==> src/rtl/core/assert_macros.svh <==
// ----------------------------------------------------------------------------
// Assertion macros
// Shared concurrent assertion forms, clocked on the rising edge and disabled
// while reset is active.
// ----------------------------------------------------------------------------
`ifndef ASSERT_MACROS_SVH
`define ASSERT_MACROS_SVH

// Same-cycle implication.
`define ACRMS_ASSERT_IMP(label, clk, rstn, ante, cons) \
  label: assert property (@(posedge clk) disable iff (!rstn) (ante) |-> (cons)) \
    else $error("%m: assertion failed");

// Next-cycle implication.
`define ACRMS_ASSERT_NEXT(label, clk, rstn, ante, cons) \
  label: assert property (@(posedge clk) disable iff (!rstn) (ante) |=> (cons)) \
    else $error("%m: assertion failed");

`endif

==> src/rtl/core/acrms_pkg.sv <==
// ----------------------------------------------------------------------------
// acrms_pkg
// Types, constants and controller/datapath interface structs of the AC
// true-RMS voltage meter.
// ----------------------------------------------------------------------------
`default_nettype none

package acrms_pkg;

  localparam int unsigned SAMPLE_W  = 13;
  localparam int unsigned VALUE_W   = 24;
  localparam int unsigned COUNT_W   = 13;
  localparam int unsigned SENS_W    = 17;
  localparam int unsigned WIN_W     = 13;
  localparam int unsigned SQ_W      = 2 * SAMPLE_W;
  localparam int unsigned SUM_W     = 39;
  localparam int unsigned DIV_N     = SUM_W;
  localparam int unsigned DIV_M     = SENS_W;
  localparam int unsigned ROOT_W    = (DIV_N + DIV_N % 2) / 2;
  localparam int unsigned PROD_W    = ROOT_W + SENS_W;
  localparam int unsigned CFG_IDX_W = 2;

  localparam int unsigned MAX_WINDOW_DEF  = 4096;
  localparam int unsigned CAL_SAMPLES_DEF = 50;

  localparam logic [SAMPLE_W-1:0] VALID_MAX_MV = 13'd5500;
  localparam logic [SAMPLE_W-1:0] ZERO_RESET   = 13'd2500;
  localparam logic [SENS_W-1:0]   SENS_RESET   = 17'd1000;
  localparam logic [WIN_W-1:0]    WIN_RESET    = 13'd1000;
  localparam logic [SENS_W-1:0]   RMS_SCALE    = 17'd100000;
  localparam logic [VALUE_W-1:0]  VALUE_MAX    = 24'hFFFFFF;

  typedef enum logic [CFG_IDX_W-1:0] {
    CFG_ZERO = 2'd0,
    CFG_SENS = 2'd1,
    CFG_WIN  = 2'd2
  } cfg_idx_e;

  typedef enum logic [1:0] {
    KIND_CAL  = 2'd0,
    KIND_RMS  = 2'd1,
    KIND_FAIL = 2'd2
  } kind_e;

  typedef enum logic [1:0] {
    DIV_CAL   = 2'd0,
    DIV_MEAN  = 2'd1,
    DIV_SCALE = 2'd2
  } div_sel_e;

  typedef enum logic [3:0] {
    ST_IDLE,
    ST_ACCUM,
    ST_CHECK,
    ST_CAL_DIV,
    ST_MEAN_DIV,
    ST_ROOT,
    ST_SCALE,
    ST_RMS_DIV,
    ST_EMIT
  } state_e;

  typedef struct packed {
    logic [SAMPLE_W-1:0] sample_mv;
    logic                source_valid;
  } in_t;

  typedef struct packed {
    kind_e              result_kind;
    logic [VALUE_W-1:0] value_mv;
    logic [COUNT_W-1:0] valid_count;
  } out_t;

  typedef struct packed {
    logic     load_sample;
    logic     accumulate;
    logic     div_start;
    div_sel_e div_sel;
    logic     sqrt_start;
    logic     mul_load;
    logic     set_cal;
    logic     set_fail;
    logic     set_rms;
    logic     emit;
  } cmd_t;

  typedef struct packed {
    logic calibrating;
    logic cal_done;
    logic cal_any;
    logic win_done;
    logic win_fail;
    logic div_done;
    logic sqrt_done;
    logic out_free;
  } status_t;

endpackage

`default_nettype wire

==> src/rtl/core/ac_true_rms_voltage_meter.sv <==
// ----------------------------------------------------------------------------
// ac_true_rms_voltage_meter
// True-RMS mains voltage meter working on converter samples in millivolts.
//
// Input channel (in_valid_i / in_stall_o / in_data_i): one sample per
// transfer. An ordinary sample goes through the register, accumulate and
// check states before the block takes a new sample.
// The first CAL_SAMPLES samples set the zero point; the last one of them
// yields a calibration result, after a divide when one is needed.
// Later samples form windows; the last sample of a window yields an RMS or a
// failure result. The RMS path runs the shared serial divider twice and the
// serial root unit once, and in_stall_o stays high from transfer to result.
// Output channel (out_valid_o / out_stall_i / out_data_o): a one-entry output
// register; the block keeps taking samples while a result waits, and holds
// a new result in staging until the register is free.
// Configuration (cfg_valid_i / cfg_ready_o): always ready, write when idle.
// Reset restores register defaults and restarts calibration.
// ----------------------------------------------------------------------------
`default_nettype none

`include "assert_macros.svh"

module ac_true_rms_voltage_meter #(
  parameter int unsigned MAX_WINDOW  = acrms_pkg::MAX_WINDOW_DEF,
  parameter int unsigned CAL_SAMPLES = acrms_pkg::CAL_SAMPLES_DEF
) (
  input  wire logic                              clk_i,
  input  wire logic                              rst_ni,
  input  wire logic                              in_valid_i,
  output logic                                   in_stall_o,
  input  wire acrms_pkg::in_t                    in_data_i,
  output logic                                   out_valid_o,
  input  wire logic                              out_stall_i,
  output acrms_pkg::out_t                        out_data_o,
  input  wire logic                              cfg_valid_i,
  output logic                                   cfg_ready_o,
  input  wire logic [acrms_pkg::CFG_IDX_W-1:0]   cfg_index_i,
  input  wire logic [acrms_pkg::SENS_W-1:0]      cfg_data_i
);

  import acrms_pkg::*;

  cmd_t    cmd;
  status_t status;

  assign cfg_ready_o = 1'b1;

  acrms_ctrl u_ctrl (
    .clk_i      (clk_i),
    .rst_ni     (rst_ni),
    .in_valid_i (in_valid_i),
    .in_stall_o (in_stall_o),
    .status_i   (status),
    .cmd_o      (cmd)
  );

  acrms_dp #(
    .MAX_WINDOW  (MAX_WINDOW),
    .CAL_SAMPLES (CAL_SAMPLES)
  ) u_dp (
    .clk_i       (clk_i),
    .rst_ni      (rst_ni),
    .cfg_wr_i    (cfg_valid_i && cfg_ready_o),
    .cfg_index_i (cfg_index_i),
    .cfg_data_i  (cfg_data_i),
    .in_data_i   (in_data_i),
    .cmd_i       (cmd),
    .status_o    (status),
    .out_stall_i (out_stall_i),
    .out_valid_o (out_valid_o),
    .out_data_o  (out_data_o)
  );

  `ACRMS_ASSERT_NEXT(a_busy_after_transfer, clk_i, rst_ni, in_valid_i && !in_stall_o, in_stall_o)
  `ACRMS_ASSERT_IMP(a_kind_known, clk_i, rst_ni, out_valid_o, out_data_o.result_kind == KIND_CAL || out_data_o.result_kind == KIND_RMS || out_data_o.result_kind == KIND_FAIL)
  `ACRMS_ASSERT_IMP(a_fail_value_zero, clk_i, rst_ni, out_valid_o && out_data_o.result_kind == KIND_FAIL, out_data_o.value_mv == '0)
  `ACRMS_ASSERT_IMP(a_cal_value_fits, clk_i, rst_ni, out_valid_o && out_data_o.result_kind == KIND_CAL, out_data_o.value_mv[VALUE_W-1:SAMPLE_W] == '0)

endmodule

`default_nettype wire

==> src/rtl/core/acrms_div.sv <==
// ----------------------------------------------------------------------------
// acrms_div
// Restoring divider, one quotient bit per cycle.
// ----------------------------------------------------------------------------
`default_nettype none

module acrms_div #(
  parameter int unsigned N = 39,
  parameter int unsigned M = 17
) (
  input  wire logic         clk_i,
  input  wire logic         rst_ni,
  input  wire logic         start_i,
  input  wire logic [N-1:0] dividend_i,
  input  wire logic [M-1:0] divisor_i,
  output logic              done_o,
  output logic [N-1:0]      quotient_o
);

  localparam int unsigned CNT_W = $clog2(N + 1);

  logic             busy_q;
  logic [CNT_W-1:0] cnt_q;
  logic [N-1:0]     quo_q;
  logic [M-1:0]     rem_q;
  logic [M-1:0]     dvs_q;
  logic [M:0]       rem_sh;
  logic [M:0]       rem_sub;
  logic             take;

  always_comb begin
    rem_sh  = {rem_q, quo_q[N-1]};
    rem_sub = rem_sh - {1'b0, dvs_q};
    take    = (rem_sh >= {1'b0, dvs_q});
  end

  always_ff @(posedge clk_i or negedge rst_ni) begin
    if (!rst_ni) begin
      busy_q <= 1'b0;
      cnt_q  <= '0;
    end else if (start_i) begin
      busy_q <= 1'b1;
      cnt_q  <= CNT_W'(N);
    end else if (busy_q) begin
      cnt_q <= cnt_q - CNT_W'(1);
      if (cnt_q == CNT_W'(1)) begin
        busy_q <= 1'b0;
      end
    end
  end

  always_ff @(posedge clk_i) begin
    if (start_i) begin
      quo_q <= dividend_i;
      rem_q <= '0;
      dvs_q <= divisor_i;
    end else if (busy_q) begin
      // shift the next dividend bit in, keep the trial difference if it fits
      quo_q <= {quo_q[N-2:0], take};
      rem_q <= take ? rem_sub[M-1:0] : rem_sh[M-1:0];
    end
  end

  assign done_o     = !busy_q;
  assign quotient_o = quo_q;

endmodule

`default_nettype wire

==> src/rtl/core/acrms_sqrt.sv <==
// ----------------------------------------------------------------------------
// acrms_sqrt
// Digit-by-digit integer square root, one root bit per cycle.
// ----------------------------------------------------------------------------
`default_nettype none

module acrms_sqrt #(
  parameter int unsigned IW = 39
) (
  input  wire logic                        clk_i,
  input  wire logic                        rst_ni,
  input  wire logic                        start_i,
  input  wire logic [IW-1:0]               radicand_i,
  output logic                             done_o,
  output logic [(IW + IW % 2) / 2 - 1:0]   root_o
);

  localparam int unsigned PW    = IW + IW % 2;
  localparam int unsigned QW    = PW / 2;
  localparam int unsigned RW    = QW + 3;
  localparam int unsigned CNT_W = $clog2(QW + 1);

  logic             busy_q;
  logic [CNT_W-1:0] cnt_q;
  logic [PW-1:0]    rad_q;
  logic [RW-1:0]    rem_q;
  logic [QW-1:0]    root_q;
  logic [RW-1:0]    rem_sh;
  logic [RW-1:0]    trial;
  logic             take;

  always_comb begin
    rem_sh = {rem_q[RW-3:0], rad_q[PW-1:PW-2]};
    trial  = RW'({root_q, 2'b01});
    take   = (rem_sh >= trial);
  end

  always_ff @(posedge clk_i or negedge rst_ni) begin
    if (!rst_ni) begin
      busy_q <= 1'b0;
      cnt_q  <= '0;
    end else if (start_i) begin
      busy_q <= 1'b1;
      cnt_q  <= CNT_W'(QW);
    end else if (busy_q) begin
      cnt_q <= cnt_q - CNT_W'(1);
      if (cnt_q == CNT_W'(1)) begin
        busy_q <= 1'b0;
      end
    end
  end

  always_ff @(posedge clk_i) begin
    if (start_i) begin
      rad_q  <= PW'(radicand_i);
      rem_q  <= '0;
      root_q <= '0;
    end else if (busy_q) begin
      rad_q  <= {rad_q[PW-3:0], 2'b00};
      rem_q  <= take ? (rem_sh - trial) : rem_sh;
      root_q <= {root_q[QW-2:0], take};
    end
  end

  assign done_o = !busy_q;
  assign root_o = root_q;

endmodule

`default_nettype wire

==> src/rtl/core/acrms_ctrl.sv <==
// ----------------------------------------------------------------------------
// acrms_ctrl
// Sequencer: takes one sample, updates the running sums and walks the
// calibration or window-end arithmetic through the shared units.
// ----------------------------------------------------------------------------
`default_nettype none

module acrms_ctrl (
  input  wire logic                clk_i,
  input  wire logic                rst_ni,
  input  wire logic                in_valid_i,
  output logic                     in_stall_o,
  input  wire acrms_pkg::status_t  status_i,
  output acrms_pkg::cmd_t          cmd_o
);

  import acrms_pkg::*;

  state_e state_q, state_d;

  always_ff @(posedge clk_i or negedge rst_ni) begin
    if (!rst_ni) begin
      state_q <= ST_IDLE;
    end else begin
      state_q <= state_d;
    end
  end

  always_comb begin
    state_d = state_q;
    unique case (state_q)
      ST_IDLE: begin
        if (in_valid_i) state_d = ST_ACCUM;
      end
      ST_ACCUM: state_d = ST_CHECK;
      ST_CHECK: begin
        if (status_i.calibrating) begin
          if (!status_i.cal_done)     state_d = ST_IDLE;
          else if (status_i.cal_any)  state_d = ST_CAL_DIV;
          else                        state_d = ST_EMIT;
        end else begin
          if (!status_i.win_done)     state_d = ST_IDLE;
          else if (status_i.win_fail) state_d = ST_EMIT;
          else                        state_d = ST_MEAN_DIV;
        end
      end
      ST_CAL_DIV: begin
        if (status_i.div_done) state_d = ST_EMIT;
      end
      ST_MEAN_DIV: begin
        if (status_i.div_done) state_d = ST_ROOT;
      end
      ST_ROOT: begin
        if (status_i.sqrt_done) state_d = ST_SCALE;
      end
      ST_SCALE: state_d = ST_RMS_DIV;
      ST_RMS_DIV: begin
        if (status_i.div_done) state_d = ST_EMIT;
      end
      ST_EMIT: begin
        if (status_i.out_free) state_d = ST_IDLE;
      end
      default: state_d = ST_IDLE;
    endcase
  end

  always_comb begin
    cmd_o      = '0;
    in_stall_o = (state_q != ST_IDLE);
    unique case (state_q)
      ST_IDLE:  cmd_o.load_sample = in_valid_i;
      ST_ACCUM: cmd_o.accumulate = 1'b1;
      ST_CHECK: begin
        if (status_i.calibrating) begin
          if (status_i.cal_done) begin
            if (status_i.cal_any) begin
              cmd_o.div_start = 1'b1;
              cmd_o.div_sel   = DIV_CAL;
            end else begin
              cmd_o.set_cal = 1'b1;
            end
          end
        end else if (status_i.win_done) begin
          if (status_i.win_fail) begin
            cmd_o.set_fail = 1'b1;
          end else begin
            cmd_o.div_start = 1'b1;
            cmd_o.div_sel   = DIV_MEAN;
          end
        end
      end
      ST_CAL_DIV:  cmd_o.set_cal = status_i.div_done;
      ST_MEAN_DIV: cmd_o.sqrt_start = status_i.div_done;
      ST_ROOT:     cmd_o.mul_load = status_i.sqrt_done;
      ST_SCALE: begin
        cmd_o.div_start = 1'b1;
        cmd_o.div_sel   = DIV_SCALE;
      end
      ST_RMS_DIV:  cmd_o.set_rms = status_i.div_done;
      ST_EMIT:     cmd_o.emit = status_i.out_free;
      default: cmd_o = '0;
    endcase
  end

endmodule

`default_nettype wire

==> src/rtl/core/acrms_dp.sv <==
// ----------------------------------------------------------------------------
// acrms_dp
// Datapath: configuration registers, calibration and window sums, the shared
// divider, the root unit, the scale multiplier and the output register.
// ----------------------------------------------------------------------------
`default_nettype none

module acrms_dp #(
  parameter int unsigned MAX_WINDOW  = acrms_pkg::MAX_WINDOW_DEF,
  parameter int unsigned CAL_SAMPLES = acrms_pkg::CAL_SAMPLES_DEF
) (
  input  wire logic                                   clk_i,
  input  wire logic                                   rst_ni,
  input  wire logic                                   cfg_wr_i,
  input  wire logic [acrms_pkg::CFG_IDX_W-1:0]        cfg_index_i,
  input  wire logic [acrms_pkg::SENS_W-1:0]           cfg_data_i,
  input  wire acrms_pkg::in_t                         in_data_i,
  input  wire acrms_pkg::cmd_t                        cmd_i,
  output acrms_pkg::status_t                          status_o,
  input  wire logic                                   out_stall_i,
  output logic                                        out_valid_o,
  output acrms_pkg::out_t                             out_data_o
);

  import acrms_pkg::*;

  localparam int unsigned CW  = $clog2(CAL_SAMPLES + 1);
  localparam int unsigned CSW = SAMPLE_W + CW;

  // configuration
  logic [SAMPLE_W-1:0] cfg_zero_q;
  logic [SENS_W-1:0]   cfg_sens_q;
  logic [WIN_W-1:0]    cfg_win_q;

  // running state
  logic                calibrating_q;
  logic [CW-1:0]       cal_index_q;
  logic [CSW-1:0]      cal_sum_q;
  logic [CW-1:0]       cal_valid_q;
  logic [SAMPLE_W-1:0] zero_q;
  logic [WIN_W-1:0]    win_index_q;
  logic [COUNT_W-1:0]  win_valid_q;
  logic [SUM_W-1:0]    sq_sum_q;

  // sample stage
  logic [SAMPLE_W-1:0] mv_q;
  logic                ok_q;
  logic [SQ_W-1:0]     sq_q;
  logic [SAMPLE_W-1:0] delta;
  logic [SQ_W-1:0]     sq;

  // arithmetic
  logic [DIV_N-1:0]    div_dividend;
  logic [DIV_M-1:0]    div_divisor;
  logic [DIV_N-1:0]    div_quo;
  logic                div_done;
  logic [ROOT_W-1:0]   root;
  logic                sqrt_done;
  logic [PROD_W-1:0]   prod_q;

  logic [WIN_W-1:0]    win_len;
  logic [SAMPLE_W-1:0] cal_zero;
  logic [VALUE_W-1:0]  rms_value;
  logic                rms_sat;

  out_t                res_q;
  logic                out_valid_q;
  out_t                out_q;

  always_ff @(posedge clk_i or negedge rst_ni) begin
    if (!rst_ni) begin
      cfg_zero_q <= ZERO_RESET;
      cfg_sens_q <= SENS_RESET;
      cfg_win_q  <= WIN_RESET;
    end else if (cfg_wr_i) begin
      unique case (cfg_index_i)
        CFG_ZERO: cfg_zero_q <= cfg_data_i[SAMPLE_W-1:0];
        CFG_SENS: cfg_sens_q <= cfg_data_i;
        CFG_WIN:  cfg_win_q  <= cfg_data_i[WIN_W-1:0];
        default:  ;
      endcase
    end
  end

  // effective window length: zero counts as one, clamp at the maximum
  always_comb begin
    win_len = cfg_win_q;
    if (cfg_win_q == '0) begin
      win_len = WIN_W'(1);
    end else if (32'(cfg_win_q) > 32'(MAX_WINDOW)) begin
      win_len = WIN_W'(MAX_WINDOW);
    end
  end

  always_comb begin
    delta = (in_data_i.sample_mv >= zero_q) ? (in_data_i.sample_mv - zero_q)
                                            : (zero_q - in_data_i.sample_mv);
    sq    = SQ_W'(delta) * SQ_W'(delta);
  end

  always_ff @(posedge clk_i) begin
    if (cmd_i.load_sample) begin
      mv_q <= in_data_i.sample_mv;
      ok_q <= in_data_i.source_valid && (in_data_i.sample_mv <= VALID_MAX_MV);
      sq_q <= sq;
    end
  end

  always_comb begin
    cal_zero  = (cal_valid_q != '0) ? div_quo[SAMPLE_W-1:0] : cfg_zero_q;
    rms_sat   = (cfg_sens_q == '0) || (|div_quo[DIV_N-1:VALUE_W]);
    rms_value = rms_sat ? VALUE_MAX : div_quo[VALUE_W-1:0];
  end

  always_ff @(posedge clk_i or negedge rst_ni) begin
    if (!rst_ni) begin
      calibrating_q <= 1'b1;
      cal_index_q   <= '0;
      cal_sum_q     <= '0;
      cal_valid_q   <= '0;
      zero_q        <= ZERO_RESET;
      win_index_q   <= '0;
      win_valid_q   <= '0;
      sq_sum_q      <= '0;
    end else begin
      if (cmd_i.accumulate) begin
        if (calibrating_q) begin
          cal_index_q <= cal_index_q + CW'(1);
          if (ok_q) begin
            cal_sum_q   <= cal_sum_q + CSW'(mv_q);
            cal_valid_q <= cal_valid_q + CW'(1);
          end
        end else begin
          win_index_q <= win_index_q + WIN_W'(1);
          if (ok_q) begin
            sq_sum_q    <= sq_sum_q + SUM_W'(sq_q);
            win_valid_q <= win_valid_q + COUNT_W'(1);
          end
        end
      end
      if (cmd_i.set_cal) begin
        zero_q        <= cal_zero;
        calibrating_q <= 1'b0;
        cal_index_q   <= '0;
        cal_sum_q     <= '0;
        cal_valid_q   <= '0;
      end
      if (cmd_i.set_fail || cmd_i.set_rms) begin
        win_index_q <= '0;
        win_valid_q <= '0;
        sq_sum_q    <= '0;
      end
    end
  end

  always_comb begin
    div_dividend = '0;
    div_divisor  = '0;
    unique case (cmd_i.div_sel)
      DIV_CAL: begin
        div_dividend = DIV_N'(cal_sum_q);
        div_divisor  = DIV_M'(cal_valid_q);
      end
      DIV_MEAN: begin
        div_dividend = sq_sum_q;
        div_divisor  = DIV_M'(win_valid_q);
      end
      DIV_SCALE: begin
        div_dividend = DIV_N'(prod_q);
        div_divisor  = cfg_sens_q;
      end
      default: begin
        div_dividend = '0;
        div_divisor  = '0;
      end
    endcase
  end

  acrms_div #(
    .N (DIV_N),
    .M (DIV_M)
  ) u_div (
    .clk_i      (clk_i),
    .rst_ni     (rst_ni),
    .start_i    (cmd_i.div_start),
    .dividend_i (div_dividend),
    .divisor_i  (div_divisor),
    .done_o     (div_done),
    .quotient_o (div_quo)
  );

  acrms_sqrt #(
    .IW (DIV_N)
  ) u_sqrt (
    .clk_i      (clk_i),
    .rst_ni     (rst_ni),
    .start_i    (cmd_i.sqrt_start),
    .radicand_i (div_quo),
    .done_o     (sqrt_done),
    .root_o     (root)
  );

  always_ff @(posedge clk_i) begin
    if (cmd_i.mul_load) begin
      prod_q <= PROD_W'(root) * PROD_W'(RMS_SCALE);
    end
  end

  // result staging, ahead of the output register
  always_ff @(posedge clk_i) begin
    if (cmd_i.set_cal) begin
      res_q.result_kind <= KIND_CAL;
      res_q.value_mv    <= VALUE_W'(cal_zero);
      res_q.valid_count <= COUNT_W'(cal_valid_q);
    end else if (cmd_i.set_fail) begin
      res_q.result_kind <= KIND_FAIL;
      res_q.value_mv    <= '0;
      res_q.valid_count <= win_valid_q;
    end else if (cmd_i.set_rms) begin
      res_q.result_kind <= KIND_RMS;
      res_q.value_mv    <= rms_value;
      res_q.valid_count <= win_valid_q;
    end
  end

  always_ff @(posedge clk_i or negedge rst_ni) begin
    if (!rst_ni) begin
      out_valid_q <= 1'b0;
    end else if (cmd_i.emit) begin
      out_valid_q <= 1'b1;
    end else if (!out_stall_i) begin
      out_valid_q <= 1'b0;
    end
  end

  always_ff @(posedge clk_i) begin
    if (cmd_i.emit) begin
      out_q <= res_q;
    end
  end

  always_comb begin
    status_o.calibrating = calibrating_q;
    status_o.cal_done    = (cal_index_q == CW'(CAL_SAMPLES));
    status_o.cal_any     = (cal_valid_q != '0);
    status_o.win_done    = (win_index_q >= win_len);
    status_o.win_fail    = (win_valid_q == '0) || (win_valid_q < (win_len >> 1));
    status_o.div_done    = div_done;
    status_o.sqrt_done   = sqrt_done;
    status_o.out_free    = !out_valid_q || !out_stall_i;
  end

  assign out_valid_o = out_valid_q;
  assign out_data_o  = out_q;

endmodule

`default_nettype wire
==> config.mk <==
export PLATFORM = sky130hd
export DESIGN_NAME = ac_true_rms_voltage_meter
export DESIGN_NICKNAME = d
export VERILOG_FILES = /design/src/rtl/core/acrms_pkg.sv /design/src/rtl/core/ac_true_rms_voltage_meter.sv /design/src/rtl/core/acrms_div.sv /design/src/rtl/core/acrms_sqrt.sv /design/src/rtl/core/acrms_ctrl.sv /design/src/rtl/core/acrms_dp.sv
export VERILOG_INCLUDE_DIRS = /design/src /design/src/rtl/core
export SDC_FILE = /design/constraint.sdc
export NUM_CORES = 2
export LEC_CHECK = 0
export BUFFER_PORTS_ARGS = -buffer_cell sky130_fd_sc_hd__buf_2
export CORE_MARGIN = 2
export CORE_UTILIZATION = 28
export DETAILED_ROUTE_END_ITERATION = 12
export GPL_TIMING_DRIVEN = 0
export PLACE_DENSITY = 0.49
export SLEW_MARGIN = 5
export SYNTH_ARGS = -nofsm -noshare
export SYNTH_HDL_FRONTEND = slang
export SYNTH_SLANG_ARGS = --single-unit
==> constraint.sdc <==
create_clock -name clk_i -period 11.2 [get_ports clk_i]
set_input_delay 2.24 -clock clk_i [delete_from_list [all_inputs] [get_ports clk_i]]
set_output_delay 2.24 -clock clk_i [all_outputs]
set_load 0.02 [all_outputs]
==> flow_summary.json <==
{
  "groute.layer.met1.usage": 0.208,
  "netlist-cell-type-count": 100,
  "global_route.usage.met3": 0.0171,
  "initial_utilization": 0.283,
  "portBuffers": 78,
  "number_of_synthesized_flops_with_an_enable_pin": 224,
  "synth.top_cells.by_area": "sky130_fd_sc_hd__edfxtp_1 (20%), sky130_fd_sc_hd__ha_1 (12%), sky130_fd_sc_hd__dfrtp_1 (11%), sky130_fd_sc_hd__fa_1 (9.9%), sky130_fd_sc_hd__dfxtp_1 (4.8%)",
  "synth.area.mux_share": 0.0406,
  "max_cap_viol_count": 0,
  "pin_count_of_the_biggest_net_entering_global_routing": 99,
  "first_element_of_the_critical_path": "in_data_i[1]",
  "die-height_um": 347,
  "final.period_utilization": 0.921,
  "cts.sinks": 474,
  "placed_inst_area_um2": 35400,
  "min-delay-path-class": "flop to flop",
  "grt_use_total": 0.152,
  "grt_antenna_before_repair": 1,
  "detail_route.drc_violations": 0,
  "outcome": "finished clean",
  "worstSkewPairLatency_ps": 650,
  "syn-instance-count": 3265,
  "cts_clk_pin_slew_worst_paths_ps": 60,
  "timing.fmax_mhz": 96.9,
  "drt-total-wl_mm": 91.2,
  "synth-main-ff-cell": "sky130_fd_sc_hd__edfxtp_1",
  "synth_sequential_area_ratio": 0.384,
  "synth_nets": 3786,
  "ios": 80,
  "die_area_um2": 120000,
  "yosys.area_share.xor_xnor": 0.0496,
  "library_cell_with_the_highest_instance_count_after_synthesis": "sky130_fd_sc_hd__inv_1",
  "flow.area_growth_from_synthesis_pct": 13.4,
  "timing.final.setup_violations": 0,
  "yosysTopAreaCellShare": 0.204,
  "grt_setup_unrepaired": "no",
  "tritoncts_clock_tree": "yes",
  "groute.layer.met2.usage": 0.255,
  "drtAntennaViolNets": 0,
  "fp.coreArea_um2": 116000,
  "tightestPinTransition_ps": 1250,
  "area_of_the_multi_input_gates_um2": 18400,
  "layout.nets": 3928,
  "hpwl_mm": 70.7,
  "viasPerCell": 4.81,
  "crit_type": "input port to flop",
  "first_global_vias": 24043,
  "detailedRoute.firstPassIterationCount": 5,
  "post-cts-setup-buffer-count": 0,
  "post_route_cells_drive_above_1_share": 0.0950,
  "hold_wc_startpoint": "u_dp.res_q[3]",
  "final_period_minus_worst_setup_slack_ps": 10320,
  "routed-via-count": 23941,
  "routedWlPerCell_um": 18.3,
  "synth_area_per_cell_um2": 10.1,
  "synth_fa_ha_area_frac": 0.221,
  "cts.hold.buffers_added": 0,
  "slew_headroom": 0.165,
  "flop_and_latch_count_out_of_synthesis": 474,
  "setup-tns-final_ps": 0,
  "final_util": 0.320,
  "drt_iter0_drc": 1706,
  "required_ps": 11570,
  "gr-max-usage-layer": "met2",
  "cp_max_fo": 10,
  "synth_top_cells_by_count": "sky130_fd_sc_hd__inv_1 (363), sky130_fd_sc_hd__nand2_1 (356), sky130_fd_sc_hd__ha_1 (320)",
  "h-tree-depth": 2,
  "synthSimpleGateAreaFrac": 0.126,
  "crit_top_cell": "sky130_fd_sc_hd__fa_1",
  "timing.critical_path.arrival_ps": 10690,
  "regArea_um2": 12600,
  "count_of_cells_resized_by_post_cts_repair": 0,
  "std_cell_rows": 125,
  "reg2reg_from": "u_dp.zero_q[8]",
  "reg2reg_depth": 28,
  "maximum_single_stage_delay_on_the_critical_path_ps": 740,
  "hold_viol": 0,
  "synth.yosys.warnings": 0,
  "gp_congestion": 0.838,
  "cts_buffer_depth": 3,
  "startpoint_type": "input port",
  "async_flop_share": 0.361,
  "worst_path_max_delay_cell": "sky130_fd_sc_hd__xor2_1",
  "tritoncts.num_buffers": 54,
  "worstSetupEndpointType": "flop",
  "synth_top_cell_by_area": "sky130_fd_sc_hd__edfxtp_1",
  "cts_root_buffer": "sky130_fd_sc_hd__clkbuf_16",
  "slew_viol_final": 0,
  "finClkSkew_ps": 34.7,
  "final.fill_count": 12105,
  "mappedNetlistArea_um2": 32900,
  "whs_path_depth": 0,
  "synth_compound_area_frac": 0.122,
  "overflow": 0,
  "die_x_um": 347,
  "dominant_combinational_cell_family_by_area_after_synthesis": "adder cells",
  "finalInstanceArea_um2": 37300,
  "wire_length_of_the_first_global_routing_pass_mm": 143
}
registers in the layout, indices dropped and copies added (netlist names), 17 cells and up:
| register | cells |
|---|---|
| u_dp.prod_q | 32 |
| u_dp.sq_sum_q | 39 |
| u_dp.sq_q | 25 |
| u_dp.u_sqrt.root_o | 20 |
| u_dp.out_data_o | 39 |
| u_dp.u_sqrt.rem_q | 21 |
| u_dp.u_sqrt.rad_q | 40 |
| u_dp.cal_sum_q | 19 |
| u_dp.u_div.quotient_o | 39 |
| u_dp.res_q | 39 |
| u_dp.u_div.dvs_q | 17 |
| u_dp.u_div.rem_q | 17 |
| u_dp.cfg_sens_q | 17 |
placed cells by master, fill, tap and decap left out, types with 77 or more instances in the layout:
cell / count
sky130_fd_sc_hd__inv_1: 362
sky130_fd_sc_hd__nand2_1: 356
sky130_fd_sc_hd__ha_1: 320
sky130_fd_sc_hd__nor2_1: 254
sky130_fd_sc_hd__edfxtp_1: 224
sky130_fd_sc_hd__fa_1: 163
sky130_fd_sc_hd__dfrtp_1: 148
sky130_fd_sc_hd__o21ai_0: 145
sky130_fd_sc_hd__a21oi_1: 145
sky130_fd_sc_hd__xnor2_1: 90
sky130_fd_sc_hd__buf_2: 89
sky130_fd_sc_hd__clkbuf_1: 87
sky130_fd_sc_hd__dfxtp_1: 79
sky130_fd_sc_hd__xor2_1: 77
layer usage:
| layer | routed length, µm | vias up |
|---|---|---|
| met3 | 3510 | 96 |
| met1 | 42700 | 11750 |
| met4 | 1970 | 0 |
| met2 | 43100 | 487 |
| li1 | - | 11608 |
| met5 | 0 | - |
final cells by class:
| class | instances | share of cell area |
|---|---|---|
| Antenna cell | 1 | 0.0000671 |
| Buffer | 109 | 0.0128 |
| Clock buffer | 64 | 0.0387 |
| Clock inverter | 38 | 0.0125 |
| Inverter | 373 | 0.0378 |
| Multi-Input combinational cell | 2309 | 0.494 |
| Sequential cell | 474 | 0.338 |
| Tap cell | 1524 | 0.0511 |
| Timing Repair Buffer | 86 | 0.0145 |
worst paths after layout:
kind / to / slack, ps
worst max register to register: u_dp.sq_q[25] / 2160
max in group asynchronous: u_dp.u_sqrt.cnt_q[2] / 8620
worst min register to register: u_dp.out_data_o[3] / 420
worst max-delay path: u_dp.sq_q[25] / 880
worst min-delay path: u_dp.out_data_o[3] / 420
min in group asynchronous: u_dp.cfg_win_q[0] / 1550
critical path: cells and delay by family:
family                     cells  cell delay, ps
and+or+nand+nor                3             390
xor gates and xnor gates       2             930
AOI/OAI and AO/OA             11            2830
buffers and inverters          7             760
adders and majority gates      8            3340
muxes                          1             180
stage by stage:
stage                     hold WS (ps)  cells  setup slack (ps)
after floorplan                    400   3265              1410
after global placement             403   4867               201
after detailed placement           405   4875               278
after CTS                          420   4977               909
after global routing               428   4977               398
final                              417   4978               882
cell families after synthesis:
| logic type | after synthesis |
|---|---|
| compound gates | 616 |
| xor+xnor | 174 |
| fa+ha+maj | 483 |
| buf+inv | 482 |
| flops | 474 |
| mux | 125 |
| other cells | 1 |
| simple gates | 910 |
Power is left out: the tool's default activity adds up to more than one toggle a clock period on the data nets, which glitch-free logic cannot reach.
